===== config.mk =====
export PLATFORM = sky130hd
export DESIGN_NAME = alternate_group_reverser_core
export DESIGN_NICKNAME = d
export VERILOG_FILES = /design/src/rtl/core/agr_pkg.sv /design/src/rtl/core/agr_stack_mem.sv /design/src/rtl/core/agr_seq.sv /design/src/rtl/core/alternate_group_reverser_core.sv
export SDC_FILE = /design/constraint.sdc
export NUM_CORES = 2
export LEC_CHECK = 0
export BUFFER_PORTS_ARGS = -buffer_cell sky130_fd_sc_hd__buf_2
export CORE_MARGIN = 3
export CORE_UTILIZATION = 57
export DETAILED_ROUTE_END_ITERATION = 8
export PLACE_DENSITY = 0.73
export SLEW_MARGIN = 10
export SYNTH_ARGS = -nofsm -noshare
export SYNTH_HDL_FRONTEND = slang
export SYNTH_SLANG_ARGS = --single-unit

===== constraint.sdc =====
create_clock -name clk -period 4.2 [get_ports clk]
set_clock_uncertainty 0.1 [all_clocks]
set_input_delay 0.84 -clock clk [delete_from_list [all_inputs] [get_ports clk]]
set_output_delay 0.84 -clock clk [all_outputs]
set_load 0.05 [all_outputs]

===== src/rtl/core/agr_pkg.sv =====
`timescale 1ns / 1ps
// ----------------------------------------------------------------------------
// agr_pkg: shared types and constants for the alternate group reverser
// Holds the stack geometry, the control structs exchanged between modules
// and the group size clamp.
// ----------------------------------------------------------------------------
package agr_pkg;

  // Stack depth and element width.
  localparam int GROUP_MAX  = 64;
  localparam int DATA_WIDTH = 32;

  // Width of the group size register.
  localparam int CFG_W = 7;

  // Stack address width and width of a count that can hold GROUP_MAX itself.
  localparam int ADDR_W = (GROUP_MAX > 1) ? $clog2(GROUP_MAX) : 1;
  localparam int CNT_W  = (GROUP_MAX > 1) ? $clog2(GROUP_MAX + 1) : 1;

  localparam logic [CFG_W-1:0] GROUP_SIZE_RESET = CFG_W'(2);

  typedef logic [DATA_WIDTH-1:0] agr_data_t;
  typedef logic [ADDR_W-1:0]     agr_addr_t;
  typedef logic [CNT_W-1:0]      agr_cnt_t;

  // Stack access request from the sequencer.
  typedef struct packed {
    logic      we;
    agr_addr_t waddr;
    agr_data_t wdata;
    logic      re;
    agr_addr_t raddr;
  } agr_mem_req_t;

  // Flags of the result waiting in the staging register.
  typedef struct packed {
    logic valid;
    logic run_last;
    logic seq_done;
  } agr_res_t;

  // Sequencer states, one-hot.
  typedef enum logic [1:0] {
    ST_COLLECT = 2'b01,
    ST_DRAIN   = 2'b10
  } agr_state_t;

  // Clamp the programmed group size into the range 1 to GROUP_MAX.
  function automatic agr_cnt_t eff_size(input logic [CFG_W-1:0] gs);
    agr_cnt_t k;
    if (gs == '0) begin
      k = CNT_W'(1);
    end else if (int'(gs) > GROUP_MAX) begin
      k = CNT_W'(GROUP_MAX);
    end else begin
      k = gs[CNT_W-1:0];
    end
    return k;
  endfunction

endpackage


===== src/rtl/core/agr_stack_mem.sv =====
`timescale 1ns / 1ps
// ----------------------------------------------------------------------------
// agr_stack_mem: group stack storage
// Synchronous memory with one write port and one read port. Read data is
// registered and holds its value while no read is issued.
// ----------------------------------------------------------------------------
module agr_stack_mem (
  input  logic                 clk,
  input  agr_pkg::agr_mem_req_t req,
  output agr_pkg::agr_data_t   rd_data
);

  agr_pkg::agr_data_t mem [agr_pkg::GROUP_MAX];

  // Write port.
  always_ff @(posedge clk) begin
    if (req.we) begin
      mem[req.waddr] <= req.wdata;
    end
  end

  // Read port; read data is registered.
  always_ff @(posedge clk) begin
    if (req.re) begin
      rd_data <= mem[req.raddr];
    end
  end

endmodule


===== src/rtl/core/agr_seq.sv =====
`timescale 1ns / 1ps
// ----------------------------------------------------------------------------
// agr_seq: group sequencer
// Tracks the group phase and counts, pushes reversing values onto the stack,
// pops a finished group in reverse order and stages one result at a time.
// ----------------------------------------------------------------------------
module agr_seq (
  input  logic                           clk,
  input  logic                           rst,
  input  logic                           cfg_write,
  input  logic [agr_pkg::CFG_W-1:0]      cfg_data,
  input  logic                           in_valid,
  output logic                           in_ready,
  input  logic signed [agr_pkg::DATA_WIDTH-1:0] value_in,
  input  logic                           end_of_sequence,
  output agr_pkg::agr_mem_req_t          mem_req,
  input  agr_pkg::agr_data_t             mem_rd_data,
  input  logic                           out_free,
  output agr_pkg::agr_res_t              res,
  output agr_pkg::agr_data_t             res_data
);

  agr_pkg::agr_state_t          state;
  logic [agr_pkg::CFG_W-1:0]    group_size;
  agr_pkg::agr_addr_t           fill_count;
  agr_pkg::agr_addr_t           pass_count;
  logic                         passing;
  agr_pkg::agr_addr_t           drain_slot;
  logic                         drain_eos;
  logic                         from_pass;
  agr_pkg::agr_data_t           pass_data;

  agr_pkg::agr_cnt_t            k;
  agr_pkg::agr_cnt_t            fill_inc;
  agr_pkg::agr_cnt_t            pass_inc;
  logic                         stage_free;
  logic                         accept;
  logic                         drain_issue;
  logic                         group_full;
  logic                         pass_full;

  // Handshake and stack control.
  assign k           = agr_pkg::eff_size(group_size);
  assign fill_inc    = agr_pkg::agr_cnt_t'(fill_count) + agr_pkg::agr_cnt_t'(1);
  assign pass_inc    = agr_pkg::agr_cnt_t'(pass_count) + agr_pkg::agr_cnt_t'(1);
  assign group_full  = (fill_inc >= k);
  assign pass_full   = (pass_inc >= k);
  assign stage_free  = !res.valid || out_free;
  assign in_ready    = (state == agr_pkg::ST_COLLECT) && stage_free;
  assign accept      = in_valid && in_ready;
  assign drain_issue = (state == agr_pkg::ST_DRAIN) && stage_free;

  assign mem_req.we    = accept && !passing;
  assign mem_req.waddr = fill_count;
  assign mem_req.wdata = value_in;
  assign mem_req.re    = drain_issue;
  assign mem_req.raddr = drain_slot;

  // A passed value comes from its own register, a popped one from the stack.
  assign res_data = from_pass ? pass_data : mem_rd_data;

  // Group size register.
  always_ff @(posedge clk) begin
    if (rst) begin
      group_size <= agr_pkg::GROUP_SIZE_RESET;
    end else if (cfg_write) begin
      group_size <= cfg_data;
    end
  end

  // Phase, counts and sequencer state.
  always_ff @(posedge clk) begin
    if (rst) begin
      state      <= agr_pkg::ST_COLLECT;
      fill_count <= '0;
      pass_count <= '0;
      passing    <= 1'b0;
      drain_slot <= '0;
      drain_eos  <= 1'b0;
    end else begin
      unique case (state)
        agr_pkg::ST_COLLECT: begin
          if (accept && passing) begin
            if (end_of_sequence || pass_full) begin
              passing    <= 1'b0;
              pass_count <= '0;
            end else begin
              pass_count <= pass_count + agr_pkg::agr_addr_t'(1);
            end
          end else if (accept) begin
            if (end_of_sequence || group_full) begin
              // Group closes: pop it back starting at the newest entry.
              state      <= agr_pkg::ST_DRAIN;
              drain_slot <= fill_count;
              drain_eos  <= end_of_sequence;
              fill_count <= '0;
              passing    <= !end_of_sequence;
              pass_count <= '0;
            end else begin
              fill_count <= fill_count + agr_pkg::agr_addr_t'(1);
            end
          end
        end
        agr_pkg::ST_DRAIN: begin
          if (drain_issue) begin
            if (drain_slot == '0) begin
              state <= agr_pkg::ST_COLLECT;
            end else begin
              drain_slot <= drain_slot - agr_pkg::agr_addr_t'(1);
            end
          end
        end
        default: begin
          state <= agr_pkg::ST_COLLECT;
        end
      endcase
    end
  end

  // Staging register in front of the output register.
  always_ff @(posedge clk) begin
    if (rst) begin
      res.valid <= 1'b0;
    end else if (accept && passing) begin
      res.valid <= 1'b1;
    end else if (drain_issue) begin
      res.valid <= 1'b1;
    end else if (out_free) begin
      res.valid <= 1'b0;
    end
  end

  always_ff @(posedge clk) begin
    if (accept && passing) begin
      from_pass    <= 1'b1;
      pass_data    <= value_in;
      res.run_last <= 1'b1;
      res.seq_done <= end_of_sequence;
    end else if (drain_issue) begin
      from_pass    <= 1'b0;
      res.run_last <= (drain_slot == '0);
      res.seq_done <= drain_eos && (drain_slot == '0);
    end
  end

  // The stack is never read and written in the same cycle.
  a_no_rw_overlap: assert property (@(posedge clk) disable iff (rst)
    !(mem_req.we && mem_req.re))
    else $error("stack read and write in the same cycle");

  // Popping the oldest entry ends the drain.
  a_drain_ends: assert property (@(posedge clk) disable iff (rst)
    (drain_issue && drain_slot == '0) |=> (state == agr_pkg::ST_COLLECT))
    else $error("drain did not end after the bottom entry");

  // A passing group never holds stack entries.
  a_pass_empty: assert property (@(posedge clk) disable iff (rst)
    passing |-> (fill_count == '0))
    else $error("stack not empty during a passing group");

  // A staged result holds while the output register is full.
  a_stage_hold: assert property (@(posedge clk) disable iff (rst)
    (res.valid && !out_free) |=> (res.valid && $stable(res_data)
      && $stable(res.run_last)))
    else $error("staged result changed while stalled");

endmodule


===== src/rtl/core/alternate_group_reverser_core.sv =====
`timescale 1ns / 1ps
// A passed value goes through the staging register and the output register;
// a closed reversing group is popped newest entry first, each value going
// from the stack read register to the output register. Popping makes one
// stack read a cycle while the staging register is free, and no input is
// taken until the group is popped. Reset clears the control state and sets
// group_size to 2; the stack is not cleared and needs no start-up pass.
// ----------------------------------------------------------------------------
// alternate_group_reverser_core: alternate group reverser, top level
// Connects the sequencer and the group stack and holds the output register
// that decouples the result channel from the popping logic.
// ----------------------------------------------------------------------------
module alternate_group_reverser_core (
  input  logic                                  clk,
  input  logic                                  rst,
  input  logic                                  cfg_write,
  input  logic [agr_pkg::CFG_W-1:0]             cfg_data,
  input  logic                                  in_valid,
  output logic                                  in_ready,
  input  logic signed [agr_pkg::DATA_WIDTH-1:0] value_in,
  input  logic                                  end_of_sequence,
  output logic                                  out_valid,
  input  logic                                  out_ready,
  output logic signed [agr_pkg::DATA_WIDTH-1:0] value_out,
  output logic                                  run_last,
  output logic                                  sequence_done
);

  agr_pkg::agr_mem_req_t mem_req;
  agr_pkg::agr_data_t    mem_rd_data;
  agr_pkg::agr_res_t     res;
  agr_pkg::agr_data_t    res_data;
  logic                  out_free;

  assign out_free = !out_valid || out_ready;

  // Sequencer.
  agr_seq u_seq (
    .clk             (clk),
    .rst             (rst),
    .cfg_write       (cfg_write),
    .cfg_data        (cfg_data),
    .in_valid        (in_valid),
    .in_ready        (in_ready),
    .value_in        (value_in),
    .end_of_sequence (end_of_sequence),
    .mem_req         (mem_req),
    .mem_rd_data     (mem_rd_data),
    .out_free        (out_free),
    .res             (res),
    .res_data        (res_data)
  );

  // Group stack.
  agr_stack_mem u_stack (
    .clk     (clk),
    .req     (mem_req),
    .rd_data (mem_rd_data)
  );

  // Output register: loads the staged result whenever it is empty or drained.
  always_ff @(posedge clk) begin
    if (rst) begin
      out_valid <= 1'b0;
    end else if (out_free) begin
      out_valid <= res.valid;
    end
  end

  always_ff @(posedge clk) begin
    if (out_free && res.valid) begin
      value_out     <= res_data;
      run_last      <= res.run_last;
      sequence_done <= res.seq_done;
    end
  end

endmodule


==> key figures <==
Synthesis
  – Post-Synth Adder-Cell Area: less than 1%
  – Most common cell in the netlist: edfxtp_1
  – Synth async-reset ratio: 0%
  – Sequential fraction of the synthesis area: slightly below 80%
  – Post-synthesis xor/xnor area fraction: less than 1%
  – Post-synth EDFFs: between 2000 and 2500
  – Syn Nets: roughly 3700
  – Synth Instances: 3609
  – Syn. warnings: 0
  – Top_reg_cell synth: edfxtp_1
  – Avg Cell Area, Syn: approximately 23 sq um
  – Top cells by area, synth: edfxtp_1 77%, mux4_2 16%, mux2i_1 0.84%
  – Mapped Area: around 84000 sq um
  – Yosys top cell area share: ~77%
  – Largest family of logic cells by synthesized area: multiplexers
  – Synth Area in Simple Gates: 1.68%
  – Area leader, netlist: edfxtp_1
  – Synth Area in Compound Gates: between 1.5 and 2%
  – Share of synthesized area spent on multiplexers: roughly 17%
  – Netlist cell types: 64
  – Post-synth top cells: 2147 x edfxtp_1, 587 x mux4_2, 110 x nor2_1, 87 x nand2_1, 80 x clkbuf_1
  – #FFs+latches synth: between 2000 and 2500

Timing
  – Setup_tns: 0 ps
  – RSZ-0062 raised after global routing: false
  – Fin. max-slew vios: 0
  – Fmax: around 300 MHz
  – Setup Viol. Count Final: 0
  – Worst Tran Pin Value: 1340 ps
  – Final critical-path share of the clock period: around 80%
  – Max_slew headroom: a little over a tenth
  – Hold WS: roughly 160 ps
  – Final Critical Period: 3430 ps
  – Final hold vios: 0

Placed design
  – IO Port Bufs: 80
  – RePlAce Congestion: roughly 0.83
  – DP HPWL: 115000 um

Clock tree
  – Post_cts resized: 0
  – CTS buffer count: 206
  – Setup bufs post-CTS: 0
  – CTS tree: done
  – Worst skew pair latency: about 830 ps
  – Maximum buffer depth of the clock tree: 3
  – CTS sink count: 2180
  – Clk root buf: clkbuf_16
  – Hold Buf Count CTS: 0
  – H-tree Lvls: 4
  – Clock-pin slew on the worst setup and hold paths: approximately 60 ps

Power and ir drop
  – Max VDD drop: approximately 0.00040 V
  – Int Pwr: about 35000 uW
  – P_leak: 0.0292 uW
  – Final Total Pwr: about 44000 uW
  – Reg power frac: between 50% and 60%
  – Sw frac: about a fifth
  – NetSw: 9250 uW
  – Cell Pwr Density: 468 nW/um^2
  – Clock network fraction of design power: between 40% and 50%
  – Logic pwr share: roughly 5.1%

Worst setup path
  – Crit end category: register
  – Worst path required time: ~4800 ps
  – Buf+Inv Stages, Crit Path: 0
  – Startpoint Class: register
  – Maximum fanout along the worst path: 12
  – Critical path's largest stage delay: between 500 and 600 ps
  – Worst path arrival time: between 3000 and 4000 ps
  – Most frequent CP cell: ha_1
  – CP max stage cell: o22ai_1
  – Crit-path cells: ha_1, nand3_1, xnor2_1, ha_1, nor2b_1, and3_1, a311o_1, o311ai_2, o31ai_1, o22ai_1
  – Critical path's top delay family: compound AO/OA/AOI/OAI gates
  – Crit path kind: reg -> reg

Route
  – Vias: approximately 40000
  – Via density: just under 7
  – Wire per inst: 34.6 um
  – Final antenna-violating net count: 0
  – WL final: around 210000 um
  – DRC violations left: 0
  – Starting DRT DRC Count: 5321
  – TritonRoute pass-1 iters: 6

Floorplan
  – Die footprint: around 150000 sq um
  – Die Height: 389 um
  – # IOs: 81
  – Core Region: ~140000 sq um
  – Row count: approximately 140
  – Initial Util: around 58%
  – Width of the die: between 300 and 400 um

Hold path
  – Tightest Hold Check Type: in -> reg

GRT
  – Global route total overflow: 0
  – Largest net degree at the start of global routing: between 70 and 80
  – First-pass GRT wire length: between 200000 and 300000 um
  – Vias in the first global route: about 41000
  – GRT Overall Usage: 27.9%
  – Initial antenna violation count: 7

Layout
  – Utilization after layout: between 60 and 70%
  – Fillcell total: approximately 8900
  – Layout net count: 3972
  – Layout area overhead: 13.5%
  – Share of cells above drive strength 1: a little under a third

Job
  – Max-Cap Viols: 0

Status
  – Status: completed
[power by group through the flow]
stage,sequential [uW],combinational (uW),clock (uW)
2_1_floorplan,24600,1270,0
6_report,24100,2240,18000
3_3_place_gp,24600,2200,0
5_1_grt,24100,2380,19100
4_1_cts,24100,2250,18300
3_5_place_dp,24600,2230,0
[sequential cells by signal, indices dropped and copies added, names as in the netlist]
signal            count
u_seq.passing         1
u_stack.mem        2048
run_last              1
u_stack.rd_data      32
sequence_done         1
u_seq.from_pass       1
u_seq.fill_count      6
u_seq.drain_eos       1
u_seq.pass_data      32
u_seq.res             3
value_out            32
u_seq.state           2
u_seq.drain_slot      6
u_seq.pass_count      6
out_valid             1
u_seq.group_size      7
[final cells by class]
cell class                      instances  area, sq um  area share (%)
Tap cell                             1903         2380            2.51
Clock inverter                        115         1030            1.09
Sequential cell                      2180        65200            68.7
Inverter                               12         47.5          0.0501
Antenna cell                            1         2.50         0.00264
Timing Repair Buffer                  290         2850            3.00
Multi-Input combinational cell       1223        17900            18.9
Clock buffer                          268         5510            5.81
[final timing paths]
kind	cells after the start	slack, ps	start	to
hold / removal	3	160	cfg_data[5]	u_seq.group_size[5]$_SDFFE_PP0P_
hold reg to reg	0	320	u_seq.res[0]$_DFFE_PP_	sequence_done$_DFFE_PP_
setup / recovery	10	770	u_seq.fill_count[1]$_SDFFE_PP0P_	u_seq.drain_slot[0]$_SDFFE_PP0P_
setup reg to reg	10	770	u_seq.fill_count[1]$_SDFFE_PP0P_	u_seq.drain_slot[0]$_SDFFE_PP0P_
[per-layer routing]
metal	wire length [um]	part of all wire, %	up-vias	global-route usage [%]
met2	98700	48	2565	42.6
met3	25900	12	344	9.65
met1	76400	37	21400	38.5
met5	41	0.020	-	0
li1	-	-	16000	-
met4	6290	3.0	6	8.76
[worst reg2reg max path, stage by stage, from the launching register on]
cell and delay, ps:
dfxtp_1 530, ha_1 300, nand3_1 130, xnor2_1 170, ha_1 340, nor2b_1 150
and3_1 180, a311o_1 310, o311ai_2 340, o31ai_1 150, o22ai_1 550
[placed cells by master, fill, tap and decap left out, types with 10 or more instances in the layout]
cell       Yosys  final
buf_4         29    149
edfxtp_1    2147   2147
dfxtp_1       33     26
a21oi_1       30     30
nor2_1       110     46
o221ai_1      10     10
and2_1        28     28
buf_2         55     73
ha_1          14     14
a31oi_1       21     21
nor3_1        11     11
nor2_4         0     64
nand2_1       87     87
clkbuf_16      0    210
buf_12         0     68
a22oi_1       28     28
mux2i_1       70     70
o21ai_0       19     19
nand3_1       18     18
bufinv_16      0     16
mux4_2       587    587
a211oi_1      34     34
mux2_2        32     32
clkbuf_1      80     54
clkinv_2       0     33
clkinv_1       1     48
o22ai_1       28     28
nor2b_1       11     10
[cells by family after synthesis]
kind of cell | count (synthesis)
fa+ha+maj | 15
buf+inv | 206
simple gates | 304
compound gates | 205
mux | 689
xor+xnor | 10
flops | 2180
[stage by stage]
step	instance area, sq um	setup slack [ps]	instances
global placement	88300	773	5608
detailed placement	88300	806	5608
CTS	94800	839	5991
global route	94900	577	5991
finish	94900	774	5992
floorplan	83600	232	3609
Power figures use the tool's default switching activity.
